$ cat src/design/wsf_pkg.sv
// Shared types, constants and codes of the weighted sensor fusion block.
package wsf_pkg;

    localparam int MAX_SENSORS = 16;
    localparam int IDX_W       = $clog2(MAX_SENSORS);
    localparam int CNT_W       = $clog2(MAX_SENSORS + 1);

    // Accumulator widths: corrected value 33 bits, fused weight 24 bits.
    localparam int CORR_W = 33;
    localparam int WGT_W  = 24;
    localparam int PROD_W = CORR_W + 13;
    localparam int VSUM_W = CORR_W + WGT_W + CNT_W;
    localparam int WSUM_W = WGT_W + CNT_W;
    localparam int CSUM_W = 16 + CNT_W;
    localparam int SUM_W  = CORR_W + CNT_W;

    // Shared divider and square root unit widths.
    localparam int DVD_W  = 64;
    localparam int DVS_W  = 33;
    localparam int ROOT_W = 32;

    localparam logic [16:0] AGREE_ONE = 17'd65536;

    typedef enum logic [1:0] {
        OP_ADD,
        OP_UPDATE,
        OP_DEACT,
        OP_CALIB
    } t_opcode;

    typedef enum logic [4:0] {
        S_IDLE,
        S_FIND,
        S_APPLY,
        S_P1A,
        S_P1B,
        S_P1C,
        S_P1D,
        S_VGO,
        S_VWT,
        S_CGO,
        S_CWT,
        S_CHK,
        S_MGO,
        S_MWT,
        S_P2A,
        S_P2B,
        S_P2C,
        S_P2D,
        S_QGO,
        S_QWT,
        S_SGO,
        S_SWT,
        S_RGO,
        S_RWT,
        S_DONE
    } t_state;

    typedef struct packed {
        t_opcode             opcode;
        logic [7:0]          target_id;
        logic signed [31:0]  sample_value;
        logic [15:0]         sample_confidence;
        logic [15:0]         sensor_weight;
        logic signed [31:0]  sensor_bias;
        logic [47:0]         time_stamp;
    } t_in_item;

    typedef struct packed {
        logic                status;
        logic                fused_valid;
        logic signed [31:0]  fused_value;
        logic [15:0]         fused_confidence;
        logic [16:0]         agreement;
        logic [4:0]          fused_count;
        logic [47:0]         latest_time;
    } t_out_item;

endpackage

$ cat src/design/wsf_div.sv
// Iterative unsigned restoring divider, one quotient bit per cycle.
module wsf_div
    import wsf_pkg::*;
(
    input  logic             i_clk,
    input  logic             i_rst_n,
    input  logic             i_start,
    input  logic [DVD_W-1:0] i_dividend,
    input  logic [DVS_W-1:0] i_divisor,
    output logic             o_done,
    output logic [DVD_W-1:0] o_quotient
);

    localparam int STEP_W = $clog2(DVD_W);

    logic [DVS_W-1:0]  r_rem;
    logic [DVD_W-1:0]  r_q;
    logic [DVS_W-1:0]  r_dvs;
    logic [STEP_W-1:0] r_cnt;
    logic              r_busy;
    logic              r_done;
    logic [DVS_W:0]    w_trial;
    logic              w_ge;

    assign w_trial = {r_rem, r_q[DVD_W-1]};
    assign w_ge    = w_trial >= {1'b0, r_dvs};

    always_ff @(posedge i_clk) begin
        if (!i_rst_n) begin
            r_busy <= 1'b0;
            r_done <= 1'b0;
            r_cnt  <= '0;
        end else begin
            r_done <= 1'b0;
            if (i_start) begin
                r_busy <= 1'b1;
                r_cnt  <= '0;
            end else if (r_busy) begin
                r_cnt <= r_cnt + 1'b1;
                if (r_cnt == STEP_W'(DVD_W - 1)) begin
                    r_busy <= 1'b0;
                    r_done <= 1'b1;
                end
            end
        end
    end

    always_ff @(posedge i_clk) begin
        if (i_start) begin
            r_rem <= '0;
            r_q   <= i_dividend;
            r_dvs <= i_divisor;
        end else if (r_busy) begin
            if (w_ge) begin
                r_rem <= DVS_W'(w_trial - {1'b0, r_dvs});
            end else begin
                r_rem <= w_trial[DVS_W-1:0];
            end
            r_q <= {r_q[DVD_W-2:0], w_ge};
        end
    end

    assign o_done     = r_done;
    assign o_quotient = r_q;

endmodule

$ cat config.mk
export PLATFORM = sky130hd
export DESIGN_NAME = wsf_div
export DESIGN_NICKNAME = d
export VERILOG_FILES = /design/src/design/wsf_pkg.sv /design/src/design/wsf_div.sv
export SDC_FILE = /design/constraint.sdc
export NUM_CORES = 1
export LEC_CHECK = 0
export BUFFER_PORTS_ARGS = -buffer_cell sky130_fd_sc_hd__buf_4
export CORE_ASPECT_RATIO = 1.25
export CORE_MARGIN = 3
export CORE_UTILIZATION = 50
export CTS_CLUSTER_DIAMETER = 50
export DETAILED_ROUTE_END_ITERATION = 6
export GPL_TIMING_DRIVEN = 1
export HOLD_SLACK_MARGIN = 0.03
export PLACE_DENSITY = 0.75
export RECOVER_POWER = 50
export SYNTH_ARGS = -nofsm -noshare
export SYNTH_HDL_FRONTEND = slang
export SYNTH_SLANG_ARGS = --single-unit
$ cat constraint.sdc
create_clock -name i_clk -period 5.4 [get_ports i_clk]
set_input_delay 0.54 -clock i_clk [delete_from_list [all_inputs] [get_ports i_clk]]
set_output_delay 0.54 -clock i_clk [all_outputs]
set_load 0.02 [all_outputs]
# ---- After elaboration in Yosys (flattened, before gate mapping)
# Index checks and enable logic that the tools add are counted.
dict set report totals {
  out_inout_bits 65
  word_cells 22
  inputBits 100
  reg_bits 138
}
dict set report op_classes {
  bitwise_logic 2
  magnitude_cmp 1
  reduce_logical 3
  n_eq_ne 1
  muxes 7
  n_addsub 2
}
# op count
set ops {}
lappend ops {{$mux 64} 2}
lappend ops {{$ge 34x33->1} 1}
lappend ops {{$mux 33} 1}
lappend ops {{$sub 33x33->33} 1}
lappend ops {{$add 6x1->6 const B} 1}
lappend ops {{$eq 6x6->1 const B} 1}
lappend ops {{$mux 1} 4}
lappend ops {{$reduce_or 3->1} 1}
lappend ops {{$not 1->1} 2}
lappend ops {{$reduce_bool 2->1} 1}
lappend ops {{$reduce_or 2->1} 1}

# ---- Logic depth before layout (Yosys ltp)
# Gate-level depths: netlist of the first run.
dict set report depth {
  word_depth 4
  depth_mapped 14
  ltp_nobuf 13
}

# ---- Least setup slack after synthesis of the first run
# OpenSTA, ideal clock, no wires.
dict set report synth_timing {
  path_type {register to register}
  startpoint {register r_q[63], in the netlist o_quotient[63]}
  endpoint {register r_rem[25]}
  setup_time_ps 91
  required_ps 5309
  setup_slack_ps 2653
  period_less_slack_ps 2747
  arrival_ps 2656
  stages_incl_launch_ff 15
  n_path_buf 2
  path_cell_list {edfxtp_1 > inv_1 > ha_1 > inv_1 > fa_1 > a21oi_1 > o211ai_1 > o2111ai_1 > a21o_1 > nand2b_4 > a31oi_4 > buf_6 > buf_4 > nand2_1 > a311oi_1}
}
dict set report synth_between {
  elab_chain_cells 2
  elab_cells_between_ends 3
  classes_between {add/sub: 1; order compare: 1; mux: 1}
}
# element line
set synth_rtl {}
lappend synth_rtl {{start, declared} wsf_div.sv:17} ;# logic [DVD_W-1:0] r_q;
lappend synth_rtl {{start signal, assigned} wsf_div.sv:51} ;# r_q <= i_dividend;
lappend synth_rtl {{start signal, assigned} wsf_div.sv:59} ;# r_q <= {r_q[DVD_W-2:0], w_ge};
lappend synth_rtl {{$sub 33x33->33 / $ge 34x33->1 (equally long branches)} {wsf_div.sv:55, wsf_div.sv:26}}
lappend synth_rtl {{$mux 33 (*)} wsf_div.sv:54} ;# if (w_ge) begin
lappend synth_rtl {{end signal, assigned} wsf_div.sv:55} ;# r_rem <= DVS_W'(w_trial - {1'b0, r_dvs});
lappend synth_rtl {{end signal, assigned} wsf_div.sv:57} ;# r_rem <= w_trial[DVS_W-1:0];
lappend synth_rtl {{end, declared} wsf_div.sv:16} ;# logic [DVS_W-1:0] r_rem;
# Mark *: on every way between the ends. The rest lies on a longest branch, timed or not.
# A chain may end at the register's enable or synchronous reset.

# ---- Worst setup path after layout of the first run
dict set report layout_timing {
  startpoint {register r_q[63], in the netlist o_quotient[63]}
  endpoint {register r_rem[30]}
}
# The elaborated chain is that of the path after synthesis.

==> out/results.ini, run 1 <==
[status]
outcome = complete, no violations

[critical_path]
crit_type = reg -> reg
timing.rr.end = r_rem[30]
crit_fanout = 27
crit_path_end_kind = flop
required_ps = 5670
r2r_slack_ps = 1830
startpoint_type = flop
arrival_ps = 3840
r2r_start = o_quotient[63]
rr_worst_depth = 14

[synthesis]
synth_cell_types = 58
yosys_register_bits = 138
synthesis.area_um2 = 7450
synth_flop_cell = edfxtp_1
syn_inst = 681
synth_edf_count = 97
syn_area_per_cell_um2 = 10.9
async_reset_ff_share_pct = 0
ys_warn_count = 0
synth_fp_nets = 816
synth-seq-area-share_pct = 50.1

[power]
p_per_area_nw_per_um2 = 335
switching_power_mw = 0.879
pwr-share-seq_pct = 42.2
ir_drop_v = 0.000198
clkPwrFrac_pct = 38.1
power.internal_mw = 2.18
leakage_nw = 3.73
pwr-share-comb_pct = 19.7
switching_share_pct = 28.7

[hold_path]
hold_class = in -> reg
min_from = i_divisor[12]
hold_depth = 1
holdPathEnd = r_dvs[12]

[clock_network]
hold_buffers = 0
worstSkewPairLatency_ps = 430
cts_buffer_depth = 2
path_clk_slew_ps = 70
cts.sinks = 138
post_cts_buffers = 0
cts-htree-levels = 4
root_buffer = clkbuf_16
ctsResizeCount = 0
cts_tree = done
cts_inserted_buffers = 17

[timing]
slew_headroom_pct = 39.1
fin_tns_setup_ps = 0
maxSlewViolCount = 0
max_freq_mhz = 280
hold_viol = 0
finalCritPeriodShare_pct = 66.2
tightestPinTransition_ps = 912
grt_setup_unrepaired = no
fin_crit_ps = 3570
finalSetupViolations = 0
worst_clock_skew_ps = 13.7

[die]
rows = 49
die_w_um = 115
initial_core_util_pct = 51.5
core_area_um2 = 14500
dieHeight_um = 142
num_io_pins = 165
dieArea_um2 = 16400

[final_layout]
drive_gt1_share_pct = 24.8
antennaDiodeCount = 0
fin_nets = 973
synthToLayoutAreaGrowth_pct = 22.7
fin_util_pct = 63.2

[detailed_routing]
drt_iter0_drc = 299
wl_um = 17700
firstDrtPassIters = 5
post_drt_wl_per_cell_um = 17.2
via_per_inst = 5.65
antenna_left = 0
drc = 0
vias = 5815

[global_routing]
antenna_found_initial = 0
grt_max_degree = 70
grt_pass1_wl_um = 29200
overflow = 0
grt_pass1_vias = 6036
grt_usage_pct = 22.6

[flow_run]
cap_violations = 0

[place]
gp_congestion = 0.880
port_buffers = 164
dp_hpwl_um = 13100

-- cell usage in the layout, fill, tap and decap left out, types with 5 or more instances in the layout --
cell        n
a21o_1     14
and3_1      6
nor2b_1    11
a31oi_1     6
a21oi_1    56
inv_1      42
xnor2_1    17
nand2b_1    7
xor2_1     13
o21ai_0    24
nand2_1    39
inv_6       5
mux2_2     64
nor2_1     66
mux2i_1    12
clkbuf_1   65
nand4_1     8
clkbuf_16  17
buf_4      70
ha_1       34
nand3_1     7
a211oi_1   28
dfxtp_1    40
clkbuf_4   33
edfxtp_1   97
-- power groups by stage --
stage                     logic (mW)  clock network (mW)  registers [mW]
final                          0.602                1.17            1.29
after global routing           0.664                1.24            1.30
after CTS                      0.645                1.19            1.29
after detailed placement       0.642                   0            1.31
after global placement         0.628                   0            1.31
after floorplan                0.361                   0            1.37
-- Yosys cell counts (all sizes together), types with 3 or more instances --
cell,n,share of area [%]
xor2,13,1.5
edfxtp,97,39
nand3,7,0.47
dfxtp,41,11
a21o,14,1.4
o21bai,4,0.40
nor2,66,3.3
nor2b,12,1.0
a21oi,56,3.8
mux2i,12,1.6
o21ai,25,1.7
nand2b,8,0.77
nor3,4,0.27
o31ai,3,0.30
o31a,3,0.35
a211oi,30,3.2
nand4,8,0.67
clkbuf,20,1.0
and2,3,0.25
nand2,39,2.0
inv,42,2.1
a31oi,7,0.79
xnor2,17,2.0
nor4,4,0.34
ha,34,5.7
and3,6,0.50
mux2,64,9.7
or3,4,0.34
buf,10,0.84
-- sequential cells by signal, summed over array words and instances, names as in the netlist --
register / count
r_cnt: 6
o_done: 1
r_dvs: 33
r_busy: 1
r_rem: 33
o_quotient: 64
-- area by class of cell --
type                    instances  area [um2]
repair buffers                168        1020
well taps                     178         223
multi-input cells             471        3420
fillers                      1213        5330
inverters                      42         158
clock inverters                15         164
clock buffers                  17         425
flip-flops and latches        138        3730
-- worst max path at each step --
stage	startpoint	cells past startpoint	slack (ps)	endpoint
after global routing	o_quotient[63]	14	1540	r_rem[30]
after detailed placement	o_quotient[63]	14	1850	r_rem[30]
after CTS	o_quotient[63]	14	1830	r_rem[30]
after global placement	o_quotient[63]	14	2000	r_rem[30]
final	o_quotient[63]	14	1830	r_rem[30]
after floorplan	o_quotient[63]	14	2650	r_rem[25]
-- critical path, stage by stage (launching register included) --
cell and delay, ps:
edfxtp_1 410, inv_1 80, ha_1 160, inv_1 60
fa_1 410, a21oi_1 270, o211ai_1 120, o2111ai_1 150
a21o_1 240, nand2b_4 80, a31oi_4 620, buf_4 440
nand2b_1 200, or3_1 110, o21ai_0 70
-- metal layers --
layer	up-vias	global-route usage [%]	routed length, um
met5	-	0	0
met4	0	9.21	435
li1	2807	-	-
met1	2784	25.3	6870
met3	36	9.06	1430
met2	188	38.1	8920
-- kinds of logic after synthesis --
logic type | count (synthesis) | share of synthesized area, %
adder cells (fa/ha/maj) | 35 | 5.98
buffers and inverters | 72 | 4.00
XOR/XNOR | 30 | 3.53
flip-flops | 138 | 50.1
AO/OA/AOI/OAI | 158 | 14.0
multiplexers | 76 | 11.3
AND/OR/NAND/NOR | 172 | 11.1
-- through the flow --
step	setup slack (ps)	hold WS (ps)	power [mW]	area (um2)	cells
2_1_floorplan	2650	445	1.73	7450	681
4_1_cts	1830	273	3.13	9390	1029
6_report	1830	310	3.06	9140	1029
5_1_grt	1540	293	3.20	9140	1029
3_5_place_dp	1850	480	1.96	8800	997
3_3_place_gp	2000	466	1.94	8800	997
Power figures use the tool's default switching activity.
==> inputs of run 2 (changes only) <==
clock period = 3.7 ns   (was 5.4 ns; I/O delays follow)
==> run 2 against run 1 <==
  * The run now ends with max-capacitance violations, max-slew violations left
  * Highest routed layer unchanged
  * Critical path type unchanged
  * Fmax grew 9.4%
  * Largest power group unchanged
  * Clock skew down 5.5 ps
  * Worst hold slack worse by 170 ps
==> out/results.ini, run 2 (synthesis gave the netlist of run 1 again) <==
[detailed_routing]
vias = 5819
drc = 0
drt_iter0_drc = 349
firstDrtPassIters = 5
wl_um = 17600
via_per_inst = 5.64
post_drt_wl_per_cell_um = 17.1
antenna_left = 0

[critical_path]
crit_path_end_kind = flop
crit_type = reg -> reg
arrival_ps = 3470
crit_fanout = 29
startpoint_type = flop
required_ps = 3900

[global_routing]
grt_pass1_vias = 6033
grt_usage_pct = 22.6
grt_pass1_wl_um = 29300
antenna_found_initial = 0
grt_max_degree = 58
overflow = 0

[final_layout]
fin_util_pct = 63.6
largest_reg_flops = 64
mostFrequentLayoutCell = edfxtp_1
synthToLayoutAreaGrowth_pct = 23.5
final_cell_mix = 97 x edfxtp_1, 86 x buf_4, 66 x nor2_1
fin_area_um2 = 9200
drive_gt1_share_pct = 26.9
antennaDiodeCount = 0
fin_nets = 976
stdcell_count = 1032

[clock_network]
cts_tree = done
root_buffer = clkbuf_16
hold_buffers = 0
cts-htree-levels = 4
cts_buffer_depth = 2
worstSkewPairLatency_ps = 420
cts_inserted_buffers = 17
cts.sinks = 138
path_clk_slew_ps = 70
ctsResizeCount = 0
post_cts_buffers = 0

[hold_path]
hold_class = in -> reg

[status]
outcome = finished, violations left
violations = max-capacitance violations, max-slew violations

[timing]
worst_clock_skew_ps = 8.21
slew_headroom_pct = -23.1
max_freq_mhz = 306
grt_setup_unrepaired = no
hold_viol = 0
finalCritPeriodShare_pct = 88.2
finalSetupViolations = 0
fin_tns_setup_ps = 0
maxSlewViolCount = 37
fin_crit_ps = 3270
tightestPinTransition_ps = 1850

[die]
dieArea_um2 = 16400
num_io_pins = 165
initial_core_util_pct = 51.5
die_w_um = 115
rows = 49
core_area_um2 = 14500
dieHeight_um = 142

[flow_run]
cap_violations = 1

[place]
port_buffers = 164
placed_cells = 1000
dp_hpwl_um = 13100
gp_congestion = 0.941
place_area_um2 = 8830

[power]
p_total_mw = 4.42
leakage_nw = 3.79
p_per_area_nw_per_um2 = 481
clkPwrFrac_pct = 37.1
pwr-share-seq_pct = 42.7
power.internal_mw = 3.09
ir_drop_v = 0.000287
switching_power_mw = 1.33
switching_share_pct = 30.1
pwr-share-comb_pct = 20.1

==> run 2: cell count changes in the layout (fill, tap and decap cells not counted), sizes merged <==
cell | before | now
buf | 70 | 86
bufinv | 2 | 0
clkbuf | 115 | 102
clkinvlp | 4 | 2
inv | 48 | 52
==> run 2: final timing paths <==
path / startpoint / endpoint / slack [ps] / cells past startpoint
setup reg to reg: o_quotient[63] / r_rem[19] / 430 / 13
hold / removal: i_divisor[8] / r_dvs[8] / 140 / 1
setup / recovery: o_quotient[63] / r_rem[19] / 430 / 13
hold reg to reg: r_cnt[5] / o_done / 490 / 2
==> run 2: power by group through the flow <==
stage	logic (mW)	registers, mW	clock network [mW]
2_1_floorplan	0.527	1.99	0
3_3_place_gp	0.912	1.92	0
3_5_place_dp	0.934	1.92	0
4_1_cts	0.939	1.89	1.68
5_1_grt	0.980	1.91	1.74
6_report	0.890	1.89	1.64
==> run 2: per-layer routing <==
layer	share of wire, %	global-route usage, %	up-vias
met3	8.1	8.04	32
met1	39	25.8	2751
met4	1.9	8.96	0
met2	51	38.4	213
met5	0	0	-
li1	-	-	2823
==> run 2: per-stage QoR <==
stage	setup slack (ps)	hold slack, ps
finish	435	141
global route	176	115
CTS	491	95.1
detailed placement	525	476
global placement	622	466
floorplan	953	445
==> run 2: worst max-delay path, cell delays in order, from the launching register on <==
cell and delay (ps):
edfxtp_1 400, inv_1 80, ha_1 150, inv_1 50, fa_1 400, a21oi_1 230
o211ai_1 110, o2111ai_1 140, a21o_1 240, nand2b_4 80, a31oi_4 390, buf_4 390
mux2i_1 240, a211oi_1 100
==> run 2: cell type report <==
class	instances	area, um2
clock buffer	17	425
clock inverter	15	151
fill	1194	5270
inverter	42	158
multi-input combinational	471	3420
sequential	138	3730
tap	178	223
timing repair buffer	171	1090
