==> config.mk <==
export PLATFORM = sky130hd
export DESIGN_NAME = wsf_sqrt
export DESIGN_NICKNAME = d
export VERILOG_FILES = /design/src/design/wsf_pkg.sv /design/src/design/wsf_sqrt.sv
export SDC_FILE = /design/constraint.sdc
export NUM_CORES = 1
export LEC_CHECK = 0
export ABC_AREA = 1
export BUFFER_PORTS_ARGS = -buffer_cell sky130_fd_sc_hd__buf_2
export CAP_MARGIN = 20
export CORE_ASPECT_RATIO = 1.4
export CORE_UTILIZATION = 59
export DETAILED_ROUTE_END_ITERATION = 8
export PLACE_DENSITY_LB_ADDON = 0.08
export RECOVER_POWER = 25
export SETUP_SLACK_MARGIN = 0.4
export SYNTH_ARGS = -nofsm -noshare
export SYNTH_HDL_FRONTEND = slang
export SYNTH_SLANG_ARGS = --single-unit
==> constraint.sdc <==
create_clock -name i_clk -period 4 [get_ports i_clk]
set_input_delay 0.8 -clock i_clk [delete_from_list [all_inputs] [get_ports i_clk]]
set_output_delay 0.8 -clock i_clk [all_outputs]
set_load 0.05 [all_outputs]
==> src/design/wsf_pkg.sv <==
// Shared types, constants and codes of the weighted sensor fusion block.
package wsf_pkg;

    localparam int MAX_SENSORS = 16;
    localparam int IDX_W       = $clog2(MAX_SENSORS);
    localparam int CNT_W       = $clog2(MAX_SENSORS + 1);

    // Accumulator widths: corrected value 33 bits, fused weight 24 bits.
    localparam int CORR_W = 33;
    localparam int WGT_W  = 24;
    localparam int PROD_W = CORR_W + 13;
    localparam int VSUM_W = CORR_W + WGT_W + CNT_W;
    localparam int WSUM_W = WGT_W + CNT_W;
    localparam int CSUM_W = 16 + CNT_W;
    localparam int SUM_W  = CORR_W + CNT_W;

    // Shared divider and square root unit widths.
    localparam int DVD_W  = 64;
    localparam int DVS_W  = 33;
    localparam int ROOT_W = 32;

    localparam logic [16:0] AGREE_ONE = 17'd65536;

    typedef enum logic [1:0] {
        OP_ADD,
        OP_UPDATE,
        OP_DEACT,
        OP_CALIB
    } t_opcode;

    typedef enum logic [4:0] {
        S_IDLE,
        S_FIND,
        S_APPLY,
        S_P1A,
        S_P1B,
        S_P1C,
        S_P1D,
        S_VGO,
        S_VWT,
        S_CGO,
        S_CWT,
        S_CHK,
        S_MGO,
        S_MWT,
        S_P2A,
        S_P2B,
        S_P2C,
        S_P2D,
        S_QGO,
        S_QWT,
        S_SGO,
        S_SWT,
        S_RGO,
        S_RWT,
        S_DONE
    } t_state;

    typedef struct packed {
        t_opcode             opcode;
        logic [7:0]          target_id;
        logic signed [31:0]  sample_value;
        logic [15:0]         sample_confidence;
        logic [15:0]         sensor_weight;
        logic signed [31:0]  sensor_bias;
        logic [47:0]         time_stamp;
    } t_in_item;

    typedef struct packed {
        logic                status;
        logic                fused_valid;
        logic signed [31:0]  fused_value;
        logic [15:0]         fused_confidence;
        logic [16:0]         agreement;
        logic [4:0]          fused_count;
        logic [47:0]         latest_time;
    } t_out_item;

endpackage

==> src/design/wsf_sqrt.sv <==
// Iterative integer square root, two radicand bits per cycle.
module wsf_sqrt
    import wsf_pkg::*;
(
    input  logic              i_clk,
    input  logic              i_rst_n,
    input  logic              i_start,
    input  logic [DVD_W-1:0]  i_value,
    output logic              o_done,
    output logic [ROOT_W-1:0] o_root
);

    localparam int STEP_W = $clog2(ROOT_W);
    localparam int REM_W  = ROOT_W + 2;

    logic [REM_W-1:0]  r_rem;
    logic [ROOT_W-1:0] r_root;
    logic [DVD_W-1:0]  r_v;
    logic [STEP_W-1:0] r_cnt;
    logic              r_busy;
    logic              r_done;
    logic [REM_W+1:0]  w_t;
    logic [REM_W+1:0]  w_trial;
    logic              w_ge;

    assign w_t     = {r_rem, r_v[DVD_W-1:DVD_W-2]};
    assign w_trial = {2'b00, r_root, 2'b01};
    assign w_ge    = w_t >= w_trial;

    always_ff @(posedge i_clk) begin
        if (!i_rst_n) begin
            r_busy <= 1'b0;
            r_done <= 1'b0;
            r_cnt  <= '0;
        end else begin
            r_done <= 1'b0;
            if (i_start) begin
                r_busy <= 1'b1;
                r_cnt  <= '0;
            end else if (r_busy) begin
                r_cnt <= r_cnt + 1'b1;
                if (r_cnt == STEP_W'(ROOT_W - 1)) begin
                    r_busy <= 1'b0;
                    r_done <= 1'b1;
                end
            end
        end
    end

    always_ff @(posedge i_clk) begin
        if (i_start) begin
            r_rem  <= '0;
            r_root <= '0;
            r_v    <= i_value;
        end else if (r_busy) begin
            if (w_ge) begin
                r_rem  <= REM_W'(w_t - w_trial);
                r_root <= {r_root[ROOT_W-2:0], 1'b1};
            end else begin
                r_rem  <= w_t[REM_W-1:0];
                r_root <= {r_root[ROOT_W-2:0], 1'b0};
            end
            r_v <= {r_v[DVD_W-3:0], 2'b00};
        end
    end

    assign o_done = r_done;
    assign o_root = r_root;

endmodule

; ---- Word-level counts from Yosys, hierarchy flattened
; Cells that the tools add are included.
[classes]
n_eq_ne = 1
bitwise = 2
mul = 0
n_addsub = 2
n_mux = 8
shifts = 0
reduce_logical = 3
magnitude_cmp = 1
n_div = 0
[ops]
columns = operator, n
row1 = 64-bit 2-to-1 mux, 2
row2 = 36-bit by 34-bit >= comparator with 1-bit output, 1
row3 = 34-bit 2-to-1 mux, 1
row4 = 34-bit subtractor, 1
row5 = 5-bit by 1-bit adder with 5-bit output (second input constant), 1
row6 = 5-bit == test (second input constant), 1
row7 = 1-bit 2-to-1 mux, 5
row8 = 3-bit OR reduction, 1
row9 = 1-bit NOT, 2
row10 = 2-bit nonzero test, 1
row11 = 2-bit OR reduction, 1
[word_totals]
rom_bits = 0
mem_count = 0
out_inout_bits = 33
in_bits = 67
latchBits = 0
mem_bits_rw = 0
register_bits = 137
wordCells = 23

; ---- Depth between registers and ports, before layout
; Gate-level depths: netlist of the first run.
[depth]
depth_word = 4
mapped_depth = 17
depth_no_buf = 17

; ---- Worst setup path before layout of the first run
; OpenSTA, ideal clock, no wires.
[synth_timing]
path_kind = input port to flip-flop
startpoint = in i_start
endpoint = reg r_v[0], enable pin
cell_stages = 4
path_slack_ps = 348
setup_time_ps = 453
required_time_ps = 3547
path_buffers = 2
arrival_time_ps = 3199
path_cell_list = clkbuf_1 -> nor2_1 -> inv_1 -> buf_1
[synth_between]
elab_chain_len = 1
[synth_rtl]
columns = element, line
row1 = start: declaration, wsf_sqrt.sv:7  ; input logic i_start,
row2 = 2-bit nonzero test (no line), n/a
row3 = end signal: assignment, wsf_sqrt.sv:54  ; r_v <= i_value;
row4 = end signal: assignment, wsf_sqrt.sv:63  ; r_v <= {r_v[DVD_W-3:0], 2'b00};
row5 = end: declaration, wsf_sqrt.sv:18  ; logic [DVD_W-1:0] r_v;
; No other way between the ends.
; A chain may end at the register's enable or synchronous reset.

; ---- Worst setup path in the final report of the first run
[layout_timing]
startpoint = in i_start
endpoint = reg r_cnt[2]
[layout_between]
elab_chain_len = 1
[layout_rtl]
columns = element, line
row1 = 2-bit OR reduction (no line), n/a
row2 = end signal: assignment, wsf_sqrt.sv:41  ; r_cnt <= r_cnt + 1'b1;
row3 = end: declaration, wsf_sqrt.sv:19  ; logic [STEP_W-1:0] r_cnt;
; No other way between the ends.

==> impl_summary.md, run 1 <==
Outcome
The run finished, with violations left. The checks that failed: max-capacitance violations, max-slew violations.

Route
The number of vias per cell after detailed routing is 5.12. The detail-routed net length per standard cell is 14.5 um. In this run the remaining antenna-violating nets after routing total 0. The number of DRC violations after detailed routing is 0. After detailed routing, the total wire length is 21600 um. The total iterations of the first detailed-routing run is 5. The detailed router's first-iteration violation count is 306. The number of vias after detailed routing is 7666.

CTS
The depth of the CTS H-tree is 4. The clock sink count is 137. The clock latency on the worst-skew pair is 0.44 ns. The clock passes through at most 2 buffers. In this run the post-CTS setup repair buffer count came out at 0. The count of instances resized after the clock tree is built is 0.

For this design, the CTS-stage hold fixing added 0 buffers. Clock-pin slew was measured on the worst setup and hold paths at 0.06 ns. The cell at the root of the clock tree is sky130_fd_sc_hd__clkbuf_16.

Buffers inserted during clock tree synthesis total 17. TritonCTS built the clock tree.

Critical path
The element type at the critical path start is an input port. The worst path arrival time is 3.34 ns. The critical path is of the in2reg type. The worst setup path is captured at a flip-flop.

In this run the worst path has a maximum fanout of 44. The data required time at the worst endpoint is 4.33 ns.

Floorplan
The die is 102 um wide. The core region is 0.0135 mm2. In this run the vertical extent of the chip is 142 um. The number of cell rows is 50. The I/O pin total is 100.

The starting utilization of the core area is 61.2%. The die covers 0.0145 mm2.

Global routing
For this run the aggregate overflow at the end of global routing stands at 0. The global-route wire length before repair is 34800 um. The number of antenna violations at the first check in global routing was 0. The maximum number of pins on one net before global-route repair is 64. The via count of the first global-routing pass is 7455. The total track usage is 31.7%.

Worst hold path
In this run the worst hold path is classified as reg2reg.

Logic synthesis
After synthesis, the netlist uses 39 different library cells. Synthesis handed over a netlist of 1210 instances. The share of the Yosys chip area taken by registers is 40.9%. The synthesized cell area is 0.00827 mm2.

The synthesized netlist net count is 1313. After synthesis the netlist holds a flip-flop and latch count of 137. Yosys printed 0 warnings.

The mean area per synthesized cell is 6.84 um2.

Timing
Based on the critical path, the design can be clocked at up to 331 MHz. Headroom to the max-slew limit came out at -11.3%. The sum of negative setup slack is 0 ns.

The worst path meets setup with 0.982 ns of slack. The transition time at the pin with the least slew margin is 1.67 ns. On the final layout, the worst clock skew is 0.0130 ns. The final number of hold-violating endpoints is 0.

Setup repair after global routing left no endpoint under its margin. For the finished layout, the period the worst path requires is 3.02 ns. The tightest hold path in the finished design has a slack of 0.461 ns. The fraction of the cycle the final worst path needs is 75.5%. Setup violations remaining at the end of the flow were counted as 0. The max-slew violation count is 109.

Placed design
The post-placement cell area is 0.00888 mm2. The final estimated routing congestion in global placement is 0.964. The count of buffers inserted at the top-level ports is 99. The worst-case setup slack after placement is 1.18 ns. The HPWL after detailed placement is 16200 um.

Pwr
The peak ir drop on the vdd network is 0.000379 V. The total power per unit cell area is 774 mW/mm2. The switching portion of total power is 48.3%.

The relative contribution of combinational cells to total power is 55.2%. The fraction of power consumed by sequential logic is 23.9%. The clock network burns 20.9% of the power. The net switching power figure is 3510 uW. The analysis attributes to cell leakage a power of 0.00498 uW.

The internal power of the cells totals 3760 uW.

Cells and area
The repair_antennas step left the layout with diodes totalling 0. With fillers left out, the area of the finished cells amounts to 0.00939 mm2. The library cells used most frequently in the layout, excluding fill and tap cells, are sky130_fd_sc_hd__nand2_1, sky130_fd_sc_hd__inv_1, sky130_fd_sc_hd__dfxtp_1. Of the cells placed in the final design, the portion with a size suffix greater than 1 is 8.97%. Relative to the synthesized area, the layout overhead comes to 13.6%.

The library cell used most frequently in the layout, excluding fill and tap cells, is sky130_fd_sc_hd__nand2_1. The number of nets in the layout is 1405.

Job
The tool flagged a number of max-cap violations equal to 2.
==> power groups by stage <==
stage / sequential (uW) / combinational [uW] / clock (uW)
after floorplan: 1760 / 3010 / 0
after global placement: 1760 / 3920 / 0
after detailed placement: 1760 / 3960 / 0
after CTS: 1730 / 3990 / 1540
after global routing: 1750 / 4510 / 1580
final: 1730 / 4010 / 1520
==> cells by family after synthesis <==
logic type	synth area share, %
AO/OA/AOI/OAI	5.37
XOR/XNOR	1.59
adder cells (fa/ha/maj)	5.45
buffers and inverters	10.3
flip-flops	40.9
AND/OR/NAND/NOR	36.4
==> registers in the layout, summed over array words and instances (netlist names) <==
name    cells
r_rem      34
o_done      1
r_v        64
r_cnt       5
r_busy      1
o_root     32
==> worst paths after layout <==
check | end | slack (ns) | start | cells after the start
setup / recovery | r_cnt[2] | 0.98 | i_start | 5
hold / removal | r_rem[32] | 0.46 | r_rem[32] | 2
setup reg to reg | r_rem[33] | 1.12 | o_root[21] | 12
hold reg to reg | r_rem[32] | 0.46 | r_rem[32] | 2
==> routing by layer <==
layer  global-route usage, %  vias up  share of wire [%]
li1                        -     3956                  -
met1                    31.9     3447                 38
met2                    57.6      199                 52
met3                    6.68       64                4.1
met4                    20.6        0                5.4
met5                       0        -                  0
==> final cells by class <==
cell class                      count  area, um2
Multi-Input combinational cell    860       4040
Inverter                          180        677
Tap cell                          182        228
Sequential cell                   137       3380
Clock buffer                       18        429
Clock inverter                     14        134
Timing Repair Buffer              106        502
Fill cell                        1259       4120
==> metrics by stage <==
step	instances	power [uW]	utilization, %
floorplan	1210	4760	-
global placement	1465	5680	65.7
detailed placement	1465	5720	65.7
CTS	1497	7260	69.9
global route	1497	7840	69.5
finish	1497	7270	69.5
==> critical path, cell delays in order <==
cell	delay, ns
sky130_fd_sc_hd__clkbuf_1	0.77
sky130_fd_sc_hd__clkbuf_1	1.27
sky130_fd_sc_hd__nor2_1	0.24
sky130_fd_sc_hd__inv_1	0.20
sky130_fd_sc_hd__nor3_1	0.07
==> synthesized netlist by cell type <==
cell	number	share of area (%)
sky130_fd_sc_hd__inv_2	2	0.091
sky130_fd_sc_hd__inv_1	178	8.1
sky130_fd_sc_hd__a31oi_1	1	0.076
sky130_fd_sc_hd__nand2_2	1	0.076
sky130_fd_sc_hd__dfxtp_1	73	18
sky130_fd_sc_hd__xor2_1	10	1.1
sky130_fd_sc_hd__o21ai_0	9	0.54
sky130_fd_sc_hd__nand3_4	1	0.21
sky130_fd_sc_hd__ha_1	36	5.4
sky130_fd_sc_hd__edfxtp_1	64	23
sky130_fd_sc_hd__clkbuf_8	1	0.17
sky130_fd_sc_hd__buf_6	4	0.54
sky130_fd_sc_hd__buf_1	5	0.23
sky130_fd_sc_hd__nand4_4	1	0.26
sky130_fd_sc_hd__xnor2_1	5	0.53
sky130_fd_sc_hd__nor4_1	1	0.076
sky130_fd_sc_hd__nand3_1	57	3.4
sky130_fd_sc_hd__a21oi_4	1	0.20
sky130_fd_sc_hd__nand3_2	1	0.12
sky130_fd_sc_hd__buf_4	2	0.18
sky130_fd_sc_hd__nor3_4	1	0.20
sky130_fd_sc_hd__nor2_2	5	0.38
sky130_fd_sc_hd__nand3b_1	19	1.7
sky130_fd_sc_hd__and2_1	3	0.23
sky130_fd_sc_hd__nor3b_1	1	0.091
sky130_fd_sc_hd__clkbuf_1	18	0.82
sky130_fd_sc_hd__o21bai_1	4	0.36
sky130_fd_sc_hd__nand2_1	576	26
sky130_fd_sc_hd__a21boi_0	1	0.091
sky130_fd_sc_hd__a21o_1	1	0.091
sky130_fd_sc_hd__a211oi_1	1	0.091
sky130_fd_sc_hd__o22ai_1	31	2.3
sky130_fd_sc_hd__buf_2	3	0.18
sky130_fd_sc_hd__nand4_1	9	0.68
sky130_fd_sc_hd__a21oi_1	26	1.6
sky130_fd_sc_hd__or2_2	1	0.076
sky130_fd_sc_hd__and3_1	1	0.076
sky130_fd_sc_hd__nor2_1	51	2.3
sky130_fd_sc_hd__nor3_1	5	0.30
No activity file was read; power rests on OpenSTA's default activity.
==> inputs of run 2 (changes only) <==
Settings changed: CORE_UTILIZATION 59 to 53.
Clock period 4 ns to 2.5 ns, I/O delays scaled along.
==> impl_summary.md, run 2 (synthesis gave the netlist of run 1 again) <==
Outcome
The run finished with clean final reports.

Pwr
The leakage power is 0.00557 uW (+12%). The total power per unit cell area was 1300 mW/mm2 (+68%). The peak ir drop on the vdd network is 0.000730 V (+92%). The overall power after layout is 14300 uW (+96%).

Critical path
The path type of the worst setup path is reg2reg. STA classifies the critical path endpoint as a flip-flop. The slack of the worst reg-to-reg path is 0.36 ns (-0.76 ns). The most used cell along the critical path is sky130_fd_sc_hd__nand2_1. The biggest cell delay along the critical path came to 0.36 ns (-0.91 ns). The logic depth of the worst register-to-register path was 15 (+3). The kind of cell adding the most delay to the critical path is simple AND/OR/NAND/NOR gates.

In this run the critical register-to-register path is captured at r_rem[10]. The worst path arrival time is 2.46 ns (-0.88 ns). The number of buffer and inverter instances along the worst setup path is 3 (unchanged). The critical path goes through inv_4 > ha_4 > nand2_4 > inv_1 > nand2_1 > nand2_2 > a21oi_4 > nand2_1 > nand2_2 > nand4_4 > clkbuf_16 > nand2_1 > nand2_1 > nand2_1 > nand2_1. The top fanout value on the critical path is 6 (-86%).

The slowest cell on the critical path is sky130_fd_sc_hd__dfxtp_4. The data required time at the worst endpoint came to 2.82 ns (-1.51 ns). The startpoint identified for the worst register-to-register timing path is o_root[13]. The element type at the critical path start is a flip-flop.

Cells and area
The number of nets in the layout came to 1454 (+3.5%). The combined flip-flop and latch cell area is 0.00350 mm2 (+3.6%). The post-route standard cell area excluding fillers is 0.0110 mm2 (+17%). The synthesis-to-layout area growth is 32.4%.

The number of flip-flops under the largest register name is 64 (unchanged). r_v holds more flip-flops than any other register. The fill cell total of the finished layout is 1249 (-0.79%).

The commonest non-fill, non-tap cell in the layout is sky130_fd_sc_hd__nand2_1. The count of inserted antenna diode cells was 0 (unchanged). In the layout the commonest cells are sky130_fd_sc_hd__nand2_1, sky130_fd_sc_hd__inv_1, sky130_fd_sc_hd__buf_2. The share of final-layout standard cells stronger than drive strength 1 came to 28.4% (+19 points). The area of the multi-input gates is 0.00481 mm2 (+19%). The utilization after layout came to 72.4% (+2.9 points).

Route
The remaining antenna violation count after routing is 0 (unchanged). The total wire length came to 23800 um (+10%). The total iterations of the first detailed-routing run is 6 (+1). The number of vias after detailed routing is 7988 (+4.2%). The number of DRC violations after detailed routing came to 0 (unchanged). The detail-routed net length per standard cell is 15.3 um (+6.0%). The detailed router's first-iteration violation count came to 376 (+23%).

The number of vias per cell after detailed routing was 5.13 (+0.25%).

Worst hold path
The worst hold path depth came to 3 (+1). The min-delay analysis places its worst path in the category in2reg. The worst hold path endpoint is o_done.

The launch point of the worst hold path is i_rst_n.

CTS
The cell at the root of the clock tree is sky130_fd_sc_hd__clkbuf_16. The clock sink count is 137 (unchanged). The depth of the CTS H-tree came to 4 (unchanged).

TritonCTS built the clock tree. The clock transition at the registers of the reported paths was 0.07 ns (about the same). The maximum number of buffers from clock root to sink is 2 (unchanged). The clock latency on the worst-skew pair is 0.43 ns (about the same). The number of clock buffers inserted by TritonCTS is 17 (unchanged).

The number of hold-repair buffers added at the cts stage came to 0 (unchanged).

Timing
The worst setup skew after layout is 0.0114 ns (-0.00159 ns). The time the worst path needs with I/O delays and setup is 2.14 ns. The fraction of the cycle the final worst path needs is 85.6%. The transition time at the pin with the least slew margin came to 1.16 ns (-0.511 ns). The max-slew violation count came to 0 (-100%).

The sum of negative setup slack came to 0 ns (unchanged). The final number of hold-violating endpoints is 0 (unchanged). The max-slew headroom at the worst pin is 22.8% (+34 points). The worst slack on hold paths was 0.305 ns (-0.155 ns). For this run, the top clock speed supported by timing is 467 MHz.

Setup repair after global routing could not meet its margin everywhere. The count of endpoints failing setup in the final report came to 0 (unchanged).

Placed design
The final estimated routing congestion in global placement is 0.962 (-0.26%). The HPWL after detailed placement came to 16200 um (-0.51%). The count of buffers inserted at the top-level ports was 99 (unchanged).

The post-placement cell area is 0.00916 mm2 (+3.1%).

Global routing
The via count of the first global-routing pass is 7521 (+0.89%). The maximum number of pins on one net before global-route repair was 64 (unchanged). The number of antenna violations at the first check in global routing is 0 (unchanged). The total track usage is 29.0% (-2.6 points). The total grt overflow is 0 (unchanged). The global-route wire length before repair came to 35800 um (+2.8%).

Floorplan
The number of cell rows is 53 (+6.0%). The die width was 108 um (+5.4%). The area of the die is 0.0161 mm2 (+11%).

The placeable core region came to 0.0151 mm2 (+12%). The I/O pin total is 100 (unchanged). The vertical extent of the die is 150 um (+5.4%).

The starting utilization of the core area is 54.7% (-6.5 points).

Job
The number of max-cap violations came to 0 (-2).
[run 2: worst max path at each step]
| stage | from | to | slack (ns) | cells past startpoint |
|---|---|---|---|---|
| 2_1_floorplan | o_root[18] | r_rem[16] | 0.41 | 14 |
| 3_3_place_gp | o_root[13] | r_rem[30] | 0.17 | 11 |
| 3_5_place_dp | o_root[13] | r_rem[30] | 0.16 | 11 |
| 4_1_cts | o_root[6] | r_rem[33] | 0.40 | 16 |
| 5_1_grt | i_start | r_v[17] | 0.26 | 5 |
| 6_report | o_root[13] | r_rem[10] | 0.36 | 15 |
[run 2: report_power, final]
part	internal, uW	total (uW)	switching (uW)	leakage [uW]
Combinational	3630	9000	5360	0.00401
Clock	1330	2470	1140	0.000282
Sequential	2610	2800	195	0.00128
Total	7570	14300	6700	0.00557
[run 2: final cells by class]
class                           instances  area share [%]
Sequential cell                       137            32.0
Clock inverter                         15            1.44
Multi-Input combinational cell        860            43.9
Clock buffer                           17            3.88
Tap cell                              192            2.19
Timing Repair Buffer                  155            10.3
Inverter                              180            6.31
[run 2: worst reg2reg max path, delay by kind of cell (launching register included)]
kind                       cells  cell delay (ns)
buffers and inverters          3             0.35
adders and majority gates      1             0.25
AOI/OAI and AO/OA              1             0.19
DFF                            1             0.36
and+or+nand+nor               10             0.88
[run 2: through the flow]
| stage | std cells | setup slack [ns] |
|---|---|---|
| finish | 1556 | 0.360 |
| floorplan | 1210 | 0.412 |
| global route | 1556 | 0.262 |
| global placement | 1492 | 0.170 |
| CTS | 1534 | 0.399 |
| detailed placement | 1492 | 0.157 |
[run 2: layer usage]
metal  GRT usage [%]  share of wire [%]
met3            4.97                4.3
met4            16.0                5.6
met1            30.3                 38
met2            54.2                 52
met5               0                  0
[run 2: what timing repair did]
| item | 4_1_cts | 5_1_grt |
|---|---|---|
| buffers inserted | 8 | 18 |
| gates resized for setup | 91 | 113 |
| pin swaps | 16 | 39 |
| gates cloned | 2 | 4 |
| setup endpoints to repair | 35 | 35 |
